===== src/sv/tripwire_and_polygon_zone_detect_defines.svh =====
// ----------------------------------------------------------------------------
// Assertion macros for the tripwire and polygon zone detector
// Each macro expands to a concurrent assertion clocked by clock and disabled
// during reset, or to nothing when SYNTH is defined.
// ----------------------------------------------------------------------------
`ifndef TRIPWIRE_AND_POLYGON_ZONE_DETECT_DEFINES_SVH
`define TRIPWIRE_AND_POLYGON_ZONE_DETECT_DEFINES_SVH

`ifndef SYNTH
// The consequent must hold in the same cycle as the antecedent.
`define TZD_ASSERT_IMP(lbl, ante, cons) \
   lbl: assert property (@(posedge clock) disable iff (reset) (ante) |-> (cons)) \
      else $error("same-cycle check failed");
// The consequent must hold in the cycle after the antecedent.
`define TZD_ASSERT_NXT(lbl, ante, cons) \
   lbl: assert property (@(posedge clock) disable iff (reset) (ante) |=> (cons)) \
      else $error("next-cycle check failed");
`else
`define TZD_ASSERT_IMP(lbl, ante, cons)
`define TZD_ASSERT_NXT(lbl, ante, cons)
`endif

`endif


===== src/sv/tzd_pkg.sv =====
// ----------------------------------------------------------------------------
// tzd_pkg
// Types, constants and geometry helpers shared by the zone detector modules.
// ----------------------------------------------------------------------------
`default_nettype none

package tzd_pkg;

   localparam int COORD_BITS   = 16;
   localparam int PT_BITS      = COORD_BITS + 2;
   localparam int PROD_BITS    = 2 * PT_BITS;
   localparam int ID_BITS      = 64;
   localparam int TRACK_SLOTS  = 64;
   localparam int SLOT_BITS    = $clog2(TRACK_SLOTS);
   localparam int MAX_VERTICES = 12;
   localparam int VREG_COUNT   = 6;
   localparam int VREG_BITS    = 64;
   localparam int CNT_BITS     = 4;
   localparam int CSR_IDX_BITS = 3;

   localparam logic [CSR_IDX_BITS-1:0] CSR_VERTEX_COUNT   = 3'd0;
   localparam logic [CSR_IDX_BITS-1:0] CSR_VERTICES_FIRST = 3'd1;
   localparam logic [CSR_IDX_BITS-1:0] CSR_VERTICES_LAST  = 3'd6;

   typedef enum logic [2:0] {
      V_UNKNOWN      = 3'd0,
      V_ON_LINE      = 3'd1,
      V_CROSS_POS    = 3'd2,
      V_CROSS_NEG    = 3'd3,
      V_NO_INTERSECT = 3'd4,
      V_INSIDE       = 3'd5,
      V_OUTSIDE      = 3'd6
   } verdict_type;

   typedef enum logic [1:0] {
      ORI_ZERO = 2'd0,
      ORI_POS  = 2'd1,
      ORI_NEG  = 2'd2
   } ori_type;

   typedef enum logic [1:0] {
      KIND_UNKNOWN = 2'd0,
      KIND_LINE    = 2'd1,
      KIND_POLY    = 2'd2
   } kind_type;

   typedef struct packed {
      logic signed [PT_BITS-1:0] x;
      logic signed [PT_BITS-1:0] y;
   } pt_type;

   typedef struct packed {
      logic [CNT_BITS-1:0]                   count;
      logic [VREG_COUNT-1:0][VREG_BITS-1:0] vreg;
   } cfg_type;

   typedef struct packed {
      kind_type              kind;
      logic [CNT_BITS-1:0]   edges;
      logic [COORD_BITS-1:0] cur_x;
      logic [COORD_BITS-1:0] cur_y;
      logic                  known_track;
      logic [COORD_BITS-1:0] prev_x;
      logic [COORD_BITS-1:0] prev_y;
   } job_type;

   function automatic pt_type pt_of(input logic [COORD_BITS-1:0] x,
                                    input logic [COORD_BITS-1:0] y);
      pt_type p;
      p.x = $signed({2'b00, x});
      p.y = $signed({2'b00, y});
      return p;
   endfunction

   // Vertex k sits in register k/2; odd vertices occupy the upper half.
   function automatic pt_type vertex_at(input cfg_type cfg,
                                        input logic [CNT_BITS-1:0] k);
      logic [CNT_BITS-2:0]  idx;
      logic [VREG_BITS-1:0] w;
      logic [31:0]          half;
      idx  = k[CNT_BITS-1:1];
      w    = (idx < (CNT_BITS-1)'(VREG_COUNT)) ? cfg.vreg[idx] : '0;
      half = k[0] ? w[63:32] : w[31:0];
      return pt_of(half[COORD_BITS-1:0], half[16 +: COORD_BITS]);
   endfunction

   // True when q lies in the bounding box spanned by p and r.
   function automatic logic in_box(input pt_type p, input pt_type q, input pt_type r);
      logic signed [PT_BITS-1:0] hx;
      logic signed [PT_BITS-1:0] lx;
      logic signed [PT_BITS-1:0] hy;
      logic signed [PT_BITS-1:0] ly;
      hx = (p.x > r.x) ? p.x : r.x;
      lx = (p.x < r.x) ? p.x : r.x;
      hy = (p.y > r.y) ? p.y : r.y;
      ly = (p.y < r.y) ? p.y : r.y;
      return (q.x <= hx) && (q.x >= lx) && (q.y <= hy) && (q.y >= ly);
   endfunction

endpackage

`default_nettype wire


===== src/sv/tzd_queue.sv =====
// ----------------------------------------------------------------------------
// tzd_queue
// Two-entry queue of classified words between the front and back parts.
// ----------------------------------------------------------------------------
`default_nettype none

`include "tripwire_and_polygon_zone_detect_defines.svh"

module tzd_queue import tzd_pkg::*; (
   input  wire logic    clock,
   input  wire logic    reset,
   input  wire logic    push,
   input  wire job_type push_job,
   output logic         full,
   input  wire logic    pop,
   output job_type      pop_job,
   output logic         empty
);

   localparam int DEPTH = 2;

   job_type    mem_ff [DEPTH];
   logic       wr_ptr_ff;
   logic       rd_ptr_ff;
   logic [1:0] count_ff;

   assign full    = (count_ff == 2'(DEPTH));
   assign empty   = (count_ff == 2'd0);
   assign pop_job = mem_ff[rd_ptr_ff];

   always_ff @(posedge clock) begin
      if (reset) begin
         wr_ptr_ff <= 1'b0;
         rd_ptr_ff <= 1'b0;
         count_ff  <= 2'd0;
      end else begin
         if (push) begin
            wr_ptr_ff <= ~wr_ptr_ff;
         end
         if (pop) begin
            rd_ptr_ff <= ~rd_ptr_ff;
         end
         if (push && !pop) begin
            count_ff <= count_ff + 2'd1;
         end else if (pop && !push) begin
            count_ff <= count_ff - 2'd1;
         end
      end
   end

   always_ff @(posedge clock) begin
      if (push) begin
         mem_ff[wr_ptr_ff] <= push_job;
      end
   end

   `TZD_ASSERT_IMP(a_no_push_full, push, !full)
   `TZD_ASSERT_IMP(a_no_pop_empty, pop, !empty)
   `TZD_ASSERT_NXT(a_push_grows, push && !pop, count_ff == $past(count_ff) + 2'd1)
   `TZD_ASSERT_IMP(a_ptr_match, count_ff == 2'd0 || count_ff == 2'(DEPTH),
                   wr_ptr_ff == rd_ptr_ff)

endmodule

`default_nettype wire


===== config.mk =====
export PLATFORM = sky130hd
export DESIGN_NAME = tzd_queue
export DESIGN_NICKNAME = d
export VERILOG_FILES = /design/src/sv/tzd_pkg.sv /design/src/sv/tzd_queue.sv
export VERILOG_INCLUDE_DIRS = /design/src /design/src/sv
export SDC_FILE = /design/constraint.sdc
export NUM_CORES = 1
export LEC_CHECK = 0
export BUFFER_PORTS_ARGS = -buffer_cell sky130_fd_sc_hd__clkbuf_2
export CAP_MARGIN = 20
export CORE_ASPECT_RATIO = 1.1
export CORE_UTILIZATION = 40
export CTS_CLUSTER_SIZE = 20
export DETAILED_ROUTE_END_ITERATION = 7
export SYNTH_ARGS = -nofsm -noshare
export SYNTH_HDL_FRONTEND = slang
export SYNTH_SLANG_ARGS = --single-unit

===== constraint.sdc =====
create_clock -name clock -period 7.9 [get_ports clock]
set_input_delay 0.79 -clock clock [delete_from_list [all_inputs] [get_ports clock]]
set_output_delay 0.79 -clock clock [all_outputs]
set_load 0.01 [all_outputs]

==> impl_metrics.yaml <==
timing:
  worst_slack_ns: 5.11
  clock.fmax_mhz: 358
  slew_violations: 0
  slew_headroom: 0.331
  setup_viol: 0
  hold_violations: 0
  final.setup.tns_ns: 0
  fin_skew_ns: 0.00957
  rsz0062_at_grt: "false"
  holdWs_ns: 0.525
  period_minus_slack_ns: 2.79
  tightest_slew_ns: 1.00
  fin_crit_sh: 0.353
setup_path:
  reg2reg_to: "mem_ff[0][59]"
  critPathBufInv: 1
  ff2ff_path_depth: 2
  rrSetupSlack_ns: 5.91
  cp_num_cells: 2
  crit_end: "pop_job[46]"
  arrival_ns: 2.00
  worst_setup_path_end_kind: "output pin"
  criticalPathCategory: "reg -> out"
  slowest_delay_ns: 0.99
  startpoint_type: "register"
  cp_slowest_cell: "dfxtp_4"
  r2r_start: "wr_ptr_ff"
  crit_fanout: 71
  cp_data_required_time_ns: 7.11
  crit_family: "flip-flops"
  path_cells: "mux2_2, clkbuf_2"
placed_design:
  dp.cells: 540
  dp_hpwl_um: 5550
  port_buffers: 147
  post-place-ws_ns: 5.23
  routabilityCongestion: 0.669
grt:
  overflow: 0
  grt_usage: 0.139
  antenna_found_initial: 1
  grt_pass1_vias: 2816
  grt_pass1_wl_um: 13900
  grt_max_degree: 72
power_and_ir_drop:
  p_per_area_nw_per_um2: 271
  ir_drop_v: 0.000146
  p_leak_nw: 2.57
  power_w: 0.00183
floorplanning:
  fp.dieW_um: 112
  pin_count: 148
  start_util: 0.416
  die_area_um2: 13900
  core_um2: 12900
  rows: 43
  die_height_um: 123
run:
  drv_cap: 0
cells_and_area:
  drive_gt1_frac: 0.607
  finalNonFillerCells: 573
  syn_to_final_growth_pct: 26.4
  final_net_count: 478
clock_network:
  insertion_delay_ns: 0.41
  ctsResizeCount: 0
  root_buffer: "clkbuf_16"
  htreeDepth: 4
  path_clk_slew_ns: 0.06
  cts_tree: "yes"
  cts_buffer_depth: 2
  cts_sinks: 147
  cts_buffers: 17
  cts-hold-fix-buffers: 0
  post_cts_buffers: 0
synthesis:
  ys.warnings.count: 0
  synth.avg_cell_area_um2: 22.0
  syn_inst: 243
  yosys_register_bits: 147
  syn_nets: 319
  ys_seq_area_frac: 0.815
  synth_area_um2: 5360
  synth_cell_type_count: 16
routing:
  drc: 16
  first_pass_iters: 6
  final_antenna_net_count: 0
  wl_per_cell_um: 15.7
  wirelength_um: 9010
  wl_met1_um: 3500
  drtIter0Drc: 158
  vias_per_cell: 4.70
  wl_met2_um: 4560
  highest_layer: "met4"
  via_count: 2695
  dr_wl_met3_um: 766
worst_hold_path:
  min_from: "count_ff[1]"
  hold_class: "reg -> reg"
outcome:
  violations: "DRC"
  outcome: "finished, violations left"
[layout by cell type (no fill, tap or decap)]
cell and count:
a21oi_1 1, and2_4 1, and2b_2 1, buf_4 1
bufinv_16 1, clkbuf_1 1, clkbuf_16 17, clkbuf_2 147
clkinv_1 2, clkinv_2 4, clkinv_4 1, clkinvlp_4 4
dfxtp_1 4, dfxtp_4 1, diode_2 1, edfxtp_1 142
ha_1 1, inv_1 1, inv_6 2, mux2_2 71
nor2_1 5, nor2b_4 1, o21ai_0 1, or3_1 1
xnor2_1 2, xor2_1 2
[cell type report]
class,count,area (um2)
flip-flops and latches,147,4370
repair buffers,148,743
fillers,1055,6090
diodes,1,2.50
well taps,157,196
inverters,1,3.75
clock buffers,18,429
clock inverters,14,114
multi-input cells,87,913
[cell usage after synthesis]
cell	number	area (um2)
buf_6	7	78.8
and2_1	1	6.26
nor2_1	5	18.8
mux2_2	71	800
or3_1	1	6.26
inv_1	1	3.75
nor2b_1	1	6.26
and2b_2	1	8.76
buf_2	1	5.00
o21ai_0	1	5.00
ha_1	1	12.5
a21oi_1	1	5.00
dfxtp_1	5	100
xor2_1	2	17.5
xnor2_1	2	17.5
edfxtp_1	142	4260
[metrics by stage]
| stage | cell area [um2] | util |
|---|---|---|
| 4_1_cts | 6770 | 0.526 |
| 3_5_place_dp | 6220 | 0.484 |
| 3_3_place_gp | 6220 | 0.484 |
| 5_1_grt | 6770 | 0.526 |
| 6_report | 6770 | 0.527 |
| 2_1_floorplan | 5360 | - |
[cells by family after synthesis]
logic type,share of synthesized area
adder cells (fa/ha/maj),0.00234
AO/OA/AOI/OAI,0.00187
AND/OR/NAND/NOR,0.00865
flip-flops,0.815
buffers and inverters,0.0164
multiplexers,0.149
XOR/XNOR,0.00654
[worst min path at each step]
stage | endpoint | slack, ns | cells after the start
global placement | count_ff[1] | 0.48 | 2
detailed placement | register | 0.53 | 2
CTS | count_ff[1] | 0.53 | 2
global route | mem_ff[1][29] | 0.54 | 1
finish | count_ff[1] | 0.52 | 2
floorplan | count_ff[1] | 0.46 | 2
[report_power, final]
group	internal, W	total, W	switching [W]
Combinational	0.0000846	0.000168	0.0000834
Sequential	0.000910	0.000935	0.0000251
Clock	0.000430	0.000729	0.000299
[routing by layer]
layer | track usage | vias up
met5 | 0 | -
met4 | 0.0808 | 0
met3 | 0.0603 | 14
met2 | 0.224 | 99
met1 | 0.156 | 1303
li1 | - | 1279
[worst min-delay path, stage by stage (launching register included)]
cell and delay (ns):
dfxtp_1 0.33, o21ai_0 0.08, a21oi_1 0.06
[registers in the layout (all words and copies together), names as in the netlist, named ones only]
signal	cells
rd_ptr_ff	1
mem_ff	142
count_ff	2
wr_ptr_ff	1
Power figures use the tool's default switching activity.
