$ cat config.mk
export PLATFORM = sky130hd
export DESIGN_NAME = tzd_back
export DESIGN_NICKNAME = d
export VERILOG_FILES = /design/src/sv/tripwire_and_polygon_zone_detect_defines.svh /design/src/sv/tzd_pkg.sv /design/src/sv/tzd_back.sv
export SDC_FILE = /design/constraint.sdc
export NUM_CORES = 2
export LEC_CHECK = 0
export CELL_PAD_IN_SITES_DETAIL_PLACEMENT = 0
export CELL_PAD_IN_SITES_GLOBAL_PLACEMENT = 1
export CORE_MARGIN = 2
export CORE_UTILIZATION = 40
export DETAILED_ROUTE_END_ITERATION = 6
export DONT_BUFFER_PORTS = 1
export MAX_ROUTING_LAYER = met4
export PLACE_DENSITY_LB_ADDON = 0.1
export SLEW_MARGIN = 20
export SYNTH_ARGS = -nofsm -noshare
export SYNTH_HDL_FRONTEND = slang
export SYNTH_SLANG_ARGS = --single-unit
$ cat constraint.sdc
create_clock -name clock -period 15.75 [get_ports clock]
set_clock_uncertainty 0.15 [all_clocks]
set_input_delay 3.9375 -clock clock [delete_from_list [all_inputs] [get_ports clock]]
set_output_delay 3.9375 -clock clock [all_outputs]
set_load 0.05 [all_outputs]
$ cat src/sv/tripwire_and_polygon_zone_detect_defines.svh
// ----------------------------------------------------------------------------
// Assertion macros for the tripwire and polygon zone detector
// Each macro expands to a concurrent assertion clocked by clock and disabled
// during reset, or to nothing when SYNTH is defined.
// ----------------------------------------------------------------------------
`ifndef TRIPWIRE_AND_POLYGON_ZONE_DETECT_DEFINES_SVH
`define TRIPWIRE_AND_POLYGON_ZONE_DETECT_DEFINES_SVH

`ifndef SYNTH
// The consequent must hold in the same cycle as the antecedent.
`define TZD_ASSERT_IMP(lbl, ante, cons) \
   lbl: assert property (@(posedge clock) disable iff (reset) (ante) |-> (cons)) \
      else $error("same-cycle check failed");
// The consequent must hold in the cycle after the antecedent.
`define TZD_ASSERT_NXT(lbl, ante, cons) \
   lbl: assert property (@(posedge clock) disable iff (reset) (ante) |=> (cons)) \
      else $error("next-cycle check failed");
`else
`define TZD_ASSERT_IMP(lbl, ante, cons)
`define TZD_ASSERT_NXT(lbl, ante, cons)
`endif

`endif

$ cat src/sv/tzd_pkg.sv
// ----------------------------------------------------------------------------
// tzd_pkg
// Types, constants and geometry helpers shared by the zone detector modules.
// ----------------------------------------------------------------------------
`default_nettype none

package tzd_pkg;

   localparam int COORD_BITS   = 16;
   localparam int PT_BITS      = COORD_BITS + 2;
   localparam int PROD_BITS    = 2 * PT_BITS;
   localparam int ID_BITS      = 64;
   localparam int TRACK_SLOTS  = 64;
   localparam int SLOT_BITS    = $clog2(TRACK_SLOTS);
   localparam int MAX_VERTICES = 12;
   localparam int VREG_COUNT   = 6;
   localparam int VREG_BITS    = 64;
   localparam int CNT_BITS     = 4;
   localparam int CSR_IDX_BITS = 3;

   localparam logic [CSR_IDX_BITS-1:0] CSR_VERTEX_COUNT   = 3'd0;
   localparam logic [CSR_IDX_BITS-1:0] CSR_VERTICES_FIRST = 3'd1;
   localparam logic [CSR_IDX_BITS-1:0] CSR_VERTICES_LAST  = 3'd6;

   typedef enum logic [2:0] {
      V_UNKNOWN      = 3'd0,
      V_ON_LINE      = 3'd1,
      V_CROSS_POS    = 3'd2,
      V_CROSS_NEG    = 3'd3,
      V_NO_INTERSECT = 3'd4,
      V_INSIDE       = 3'd5,
      V_OUTSIDE      = 3'd6
   } verdict_type;

   typedef enum logic [1:0] {
      ORI_ZERO = 2'd0,
      ORI_POS  = 2'd1,
      ORI_NEG  = 2'd2
   } ori_type;

   typedef enum logic [1:0] {
      KIND_UNKNOWN = 2'd0,
      KIND_LINE    = 2'd1,
      KIND_POLY    = 2'd2
   } kind_type;

   typedef struct packed {
      logic signed [PT_BITS-1:0] x;
      logic signed [PT_BITS-1:0] y;
   } pt_type;

   typedef struct packed {
      logic [CNT_BITS-1:0]                   count;
      logic [VREG_COUNT-1:0][VREG_BITS-1:0] vreg;
   } cfg_type;

   typedef struct packed {
      kind_type              kind;
      logic [CNT_BITS-1:0]   edges;
      logic [COORD_BITS-1:0] cur_x;
      logic [COORD_BITS-1:0] cur_y;
      logic                  known_track;
      logic [COORD_BITS-1:0] prev_x;
      logic [COORD_BITS-1:0] prev_y;
   } job_type;

   function automatic pt_type pt_of(input logic [COORD_BITS-1:0] x,
                                    input logic [COORD_BITS-1:0] y);
      pt_type p;
      p.x = $signed({2'b00, x});
      p.y = $signed({2'b00, y});
      return p;
   endfunction

   // Vertex k sits in register k/2; odd vertices occupy the upper half.
   function automatic pt_type vertex_at(input cfg_type cfg,
                                        input logic [CNT_BITS-1:0] k);
      logic [CNT_BITS-2:0]  idx;
      logic [VREG_BITS-1:0] w;
      logic [31:0]          half;
      idx  = k[CNT_BITS-1:1];
      w    = (idx < (CNT_BITS-1)'(VREG_COUNT)) ? cfg.vreg[idx] : '0;
      half = k[0] ? w[63:32] : w[31:0];
      return pt_of(half[COORD_BITS-1:0], half[16 +: COORD_BITS]);
   endfunction

   // True when q lies in the bounding box spanned by p and r.
   function automatic logic in_box(input pt_type p, input pt_type q, input pt_type r);
      logic signed [PT_BITS-1:0] hx;
      logic signed [PT_BITS-1:0] lx;
      logic signed [PT_BITS-1:0] hy;
      logic signed [PT_BITS-1:0] ly;
      hx = (p.x > r.x) ? p.x : r.x;
      lx = (p.x < r.x) ? p.x : r.x;
      hy = (p.y > r.y) ? p.y : r.y;
      ly = (p.y < r.y) ? p.y : r.y;
      return (q.x <= hx) && (q.x >= lx) && (q.y <= hy) && (q.y >= ly);
   endfunction

endpackage

`default_nettype wire

$ cat src/sv/tzd_back.sv
// ----------------------------------------------------------------------------
// tzd_back
// Runs the segment intersection tests on one shared orientation unit and
// holds the verdict in the output register.
// ----------------------------------------------------------------------------
`default_nettype none

module tzd_back import tzd_pkg::*; (
   input  wire logic    clock,
   input  wire logic    reset,
   input  wire cfg_type cfg,
   input  wire job_type job,
   input  wire logic    empty,
   output logic         pop,
   output logic         rsp_valid,
   input  wire logic    rsp_stall,
   output logic [2:0]   rsp_verdict
);

   typedef enum logic {B_IDLE, B_RUN} state_type;

   localparam logic [2:0] LAST_STEP = 3'd4;

   state_type                   state_ff;
   job_type                     job_ff;
   logic [CNT_BITS-1:0]         edge_ff;
   logic [2:0]                  step_ff;
   ori_type                     o_ff [3];
   logic signed [PROD_BITS-1:0] pa_ff;
   logic signed [PROD_BITS-1:0] pb_ff;
   logic                        parity_ff;
   logic                        rsp_valid_ff;
   verdict_type                 rsp_verdict_ff;

   pt_type                      cur;
   pt_type                      prev;
   pt_type                      start;
   pt_type                      e0;
   pt_type                      e1;
   pt_type                      s1a;
   pt_type                      s1b;
   pt_type                      s2a;
   pt_type                      s2b;
   pt_type                      p;
   pt_type                      q;
   pt_type                      r;
   logic [CNT_BITS-1:0]         nxt;
   logic signed [PT_BITS-1:0]   d1;
   logic signed [PT_BITS-1:0]   d2;
   logic signed [PT_BITS-1:0]   d3;
   logic signed [PT_BITS-1:0]   d4;
   logic signed [PROD_BITS:0]   ov;
   ori_type                     ori_now;
   logic                        meet;
   logic                        on_line;
   logic                        parity_in;
   verdict_type                 line_verdict;

   always_comb begin
      cur     = pt_of(job_ff.cur_x, job_ff.cur_y);
      prev    = pt_of(job_ff.prev_x, job_ff.prev_y);
      start.x = -PT_BITS'(1);
      start.y = cur.y;
      nxt     = edge_ff + 1'b1;
      e0      = vertex_at(cfg, edge_ff);
      e1      = vertex_at(cfg, (nxt < cfg.count) ? nxt : '0);
      if (job_ff.kind == KIND_LINE) begin
         s1a = vertex_at(cfg, CNT_BITS'(0));
         s1b = vertex_at(cfg, CNT_BITS'(1));
         s2a = prev;
         s2b = cur;
      end else begin
         s1a = start;
         s1b = cur;
         s2a = e0;
         s2b = e1;
      end
   end

   // Steps 0 to 3 issue the four orientations of one segment pair.
   always_comb begin
      unique case (step_ff[1:0])
         2'd0: begin p = s1a; q = s1b; r = s2a; end
         2'd1: begin p = s1a; q = s1b; r = s2b; end
         2'd2: begin p = s2a; q = s2b; r = s1a; end
         default: begin p = s2a; q = s2b; r = s1b; end
      endcase
      d1 = q.y - p.y;
      d2 = r.x - q.x;
      d3 = q.x - p.x;
      d4 = r.y - q.y;
   end

   always_comb begin
      ov = (PROD_BITS + 1)'(pa_ff) - (PROD_BITS + 1)'(pb_ff);
      if (ov == '0) begin
         ori_now = ORI_ZERO;
      end else if (ov > 0) begin
         ori_now = ORI_POS;
      end else begin
         ori_now = ORI_NEG;
      end
   end

   always_comb begin
      meet = ((o_ff[0] != o_ff[1]) && (o_ff[2] != ori_now))
          || ((o_ff[0] == ORI_ZERO) && in_box(s1a, s2a, s1b))
          || ((o_ff[1] == ORI_ZERO) && in_box(s1a, s2b, s1b))
          || ((o_ff[2] == ORI_ZERO) && in_box(s2a, s1a, s2b))
          || ((ori_now == ORI_ZERO) && in_box(s2a, s1b, s2b));
      // A negative orientation of a against b means the positive side.
      on_line = (o_ff[1] == ORI_ZERO) && in_box(s1a, cur, s1b);
      priority if (on_line) begin
         line_verdict = V_ON_LINE;
      end else if (!job_ff.known_track) begin
         line_verdict = V_UNKNOWN;
      end else if (!meet) begin
         line_verdict = V_NO_INTERSECT;
      end else if ((o_ff[0] != ORI_NEG) && (o_ff[1] == ORI_NEG)) begin
         line_verdict = V_CROSS_POS;
      end else if ((o_ff[0] != ORI_POS) && (o_ff[1] == ORI_POS)) begin
         line_verdict = V_CROSS_NEG;
      end else begin
         line_verdict = V_UNKNOWN;
      end
      parity_in = parity_ff ^ meet;
   end

   assign pop         = (state_ff == B_IDLE) && !empty && !rsp_valid_ff;
   assign rsp_valid   = rsp_valid_ff;
   assign rsp_verdict = rsp_verdict_ff;

   always_ff @(posedge clock) begin
      if (reset) begin
         state_ff     <= B_IDLE;
         rsp_valid_ff <= 1'b0;
      end else begin
         if (rsp_valid_ff && !rsp_stall) begin
            rsp_valid_ff <= 1'b0;
         end
         unique case (state_ff)
            B_IDLE: begin
               if (pop) begin
                  if (job.kind == KIND_UNKNOWN) begin
                     rsp_valid_ff   <= 1'b1;
                     rsp_verdict_ff <= V_UNKNOWN;
                  end else begin
                     state_ff <= B_RUN;
                  end
                  job_ff    <= job;
                  edge_ff   <= '0;
                  step_ff   <= '0;
                  parity_ff <= 1'b0;
               end
            end
            B_RUN: begin
               if (step_ff != 3'd0 && step_ff != LAST_STEP) begin
                  o_ff[step_ff[1:0] - 2'd1] <= ori_now;
               end
               if (step_ff != LAST_STEP) begin
                  step_ff <= step_ff + 3'd1;
               end else if (job_ff.kind == KIND_LINE) begin
                  rsp_valid_ff   <= 1'b1;
                  rsp_verdict_ff <= line_verdict;
                  state_ff       <= B_IDLE;
               end else if (edge_ff == job_ff.edges - 1'b1) begin
                  rsp_valid_ff   <= 1'b1;
                  rsp_verdict_ff <= parity_in ? V_INSIDE : V_OUTSIDE;
                  state_ff       <= B_IDLE;
               end else begin
                  edge_ff   <= nxt;
                  step_ff   <= '0;
                  parity_ff <= parity_in;
               end
            end
            default: state_ff <= B_IDLE;
         endcase
      end
   end

   always_ff @(posedge clock) begin
      pa_ff <= d1 * d2;
      pb_ff <= d3 * d4;
   end

endmodule

`default_nettype wire

==> results.yml <==
finish:
  syn2layout_area_growth_pct: 11.4
  final_layout_size_suffix_gt1_share_pct: 11.3
  layout.nets: 8076
  design_area_um2: 57700
  final_util_pct: 44.7
cts:
  clock-sinks: 162
  cts_buffers: 17
  clkLatencyLatePin_ns: 0.54
  clk_pin_slew_ns: 0.09
  cts_tree: "yes"
  max-clock-path-buffers: 2
  hold_buffers: 0
  cts_max_level: 4
  cts_root_buf: "clkbuf_16"
grt:
  grt_use_total_pct: 33.1
  grt_max_degree: 116
  grt_pass1_wl_mm: 314
  antenna_found_initial: 26
  grt_pass1_vias: 46900
  overflow: 0
detailed_routing:
  viasPerCell: 5.66
  routedWlPerCell_um: 26.0
  vias: 45600
  drtPass1Iterations: 6
  final_antenna_net_count: 0
  drcViolationCount: 0
  wirelength_mm: 210
  initialDrtViolationCount: 3767
synth:
  synth_top_area_share_pct: 25.6
  ys_seq_area_share_pct: 7.96
  synth_nets: 7846
  syn_area_um2: 51800
  synth_common_cells: "976 x inv_1, 683 x ha_1, 663 x fa_1, 663 x nand2_1, 368 x a21oi_1"
  synthArstFlopShare_pct: 0
  synth_edf_count: 88
  synth_seq_cells: 162
  avgSynthCellArea_um2: 8.58
  synth.distinct_cells: 90
  netlist_instances: 6037
  synth_flop_cell: "edfxtp_1"
  yosys.area.top_type: "fa_1"
  ys_top_cells_by_area: "fa_1 26%, ha_1 16%, inv_1 7.1%"
  yosys_warnings: 0
  synth_most_common_cell: "inv_1"
setup_path:
  cp-start-kind: "input pin"
  cp_num_buf_inv: 9
  path_max_fanout: 18
  critPathTopFamily: "compound AO/OA/AOI/OAI gates"
  critical_path_arrival_ns: 15.39
  required_ns: 15.99
  end_kind: "flop"
  crit_slowest_cell: "fa_1"
  cpPeakStageDelay_ns: 0.53
  crit_type: "input pin to flop"
place:
  gp_congestion: 1.04
  dp_hpwl_mm: 177
  placedInstanceArea_um2: 56900
  io_buffers: 0
  pre_cts_slack_ns: -0.228
timing:
  tightest_slew_ns: 1.09
  finalMaxSlewViolations: 0
  timing.final.crit_share_pct: 96.2
  setup_tns_ns: 0
  slew_headroom_pct: 26.5
  fmax_mhz: 66.0
  hold_violations: 0
  grt_setup_unrepaired: "no"
  finalSetupViolations: 0
  fin_crit_ns: 15.14
  setup_slack_ns: 0.606
job:
  drv_cap: 0
floorplanning:
  start_util_pct: 40.2
  rows: 132
  die_x_um: 364
  boundaryPins: 468
  die-area_um2: 132000
  core_area_um2: 129000
  die_h_um: 364
run_status:
  status: "finished, final reports clean"
worst_hold_path:
  hold_class: "flop to flop"
metrics by stage:
step / instances / hold slack, ns
6_report: 8055 / 0.467
5_1_grt: 8046 / 0.514
4_1_cts: 8019 / 0.466
3_5_place_dp: 7987 / 0.452
3_3_place_gp: 7987 / 0.451
2_1_floorplan: 6037 / 0.462
cell usage in the layout (no fill, tap or decap), drive strengths merged, types with 88 or more instances in the layout:
| cell type | instances |
|---|---|
| mux4 | 127 |
| nand2b | 96 |
| inv | 984 |
| edfxtp | 88 |
| a211oi | 125 |
| and2 | 93 |
| ha | 683 |
| fa | 663 |
| nor2b | 184 |
| xnor2 | 115 |
| nor2 | 347 |
| o21ai | 252 |
| nand2 | 663 |
| mux2i | 123 |
| buf | 473 |
| a21o | 152 |
| a21oi | 370 |
layout make-up:
| class | instances | area [um^2] |
|---|---|---|
| diodes | 33 | 82.6 |
| clock buffers | 17 | 425 |
| clock inverters | 15 | 178 |
| fillers | 13000 | 71300 |
| inverters | 976 | 3670 |
| multi-input cells | 4637 | 43300 |
| flip-flops and latches | 162 | 4120 |
| well taps | 1742 | 2180 |
| repair buffers | 473 | 3780 |
what timing repair did:
action                                  4_1_cts  5_1_grt
resized for setup                             0       42
buffers inserted                              0        3
endpoints found under the setup margin        0       14
tightest hold or removal path, stage by stage (launching register included):
cell	delay (ns)
dfxtp_1	0.43
nand2_1	0.10
a21oi_1	0.05
path summary, 6_finish.rpt:
| kind | startpoint | endpoint | slack [ns] | cells past startpoint |
|---|---|---|---|---|
| hold reg to reg | state_ff | state_ff | 0.47 | 2 |
| setup reg to reg | edge_ff[0] | pa_ff[33] | 2.74 | 54 |
| hold / removal | state_ff | state_ff | 0.47 | 2 |
| setup / recovery | cfg[385] | pa_ff[33] | 0.61 | 52 |
per-layer routing:
metal	vias to the layer above	GRT usage (%)	share of wire [%]
met4	0	6.52	2.0
met5	-	-	0
met2	1493	51.3	45
li1	20900	-	-
met1	23000	45.3	46
met3	222	6.09	7.0
sequential cells by signal, summed over array words and instances, names as in the netlist, 3 cells and up:
| name | count |
|---|---|
| edge_ff | 4 |
| pa_ff | 36 |
| o_ff | 6 |
| step_ff | 3 |
| pb_ff | 36 |
| cur | 32 |
| job_ff | 39 |
| rsp_verdict | 3 |
cells by family after synthesis:
family,synth area share (%)
AND/OR/NAND/NOR,14.8
flip-flops,7.96
AO/OA/AOI/OAI,15.9
XOR/XNOR,2.40
adder cells (fa/ha/maj),42.1
buffers and inverters,8.99
multiplexers,7.92
Power is not shown: default switching activity piles up to over one toggle a cycle in this logic, so the estimate is an artifact.
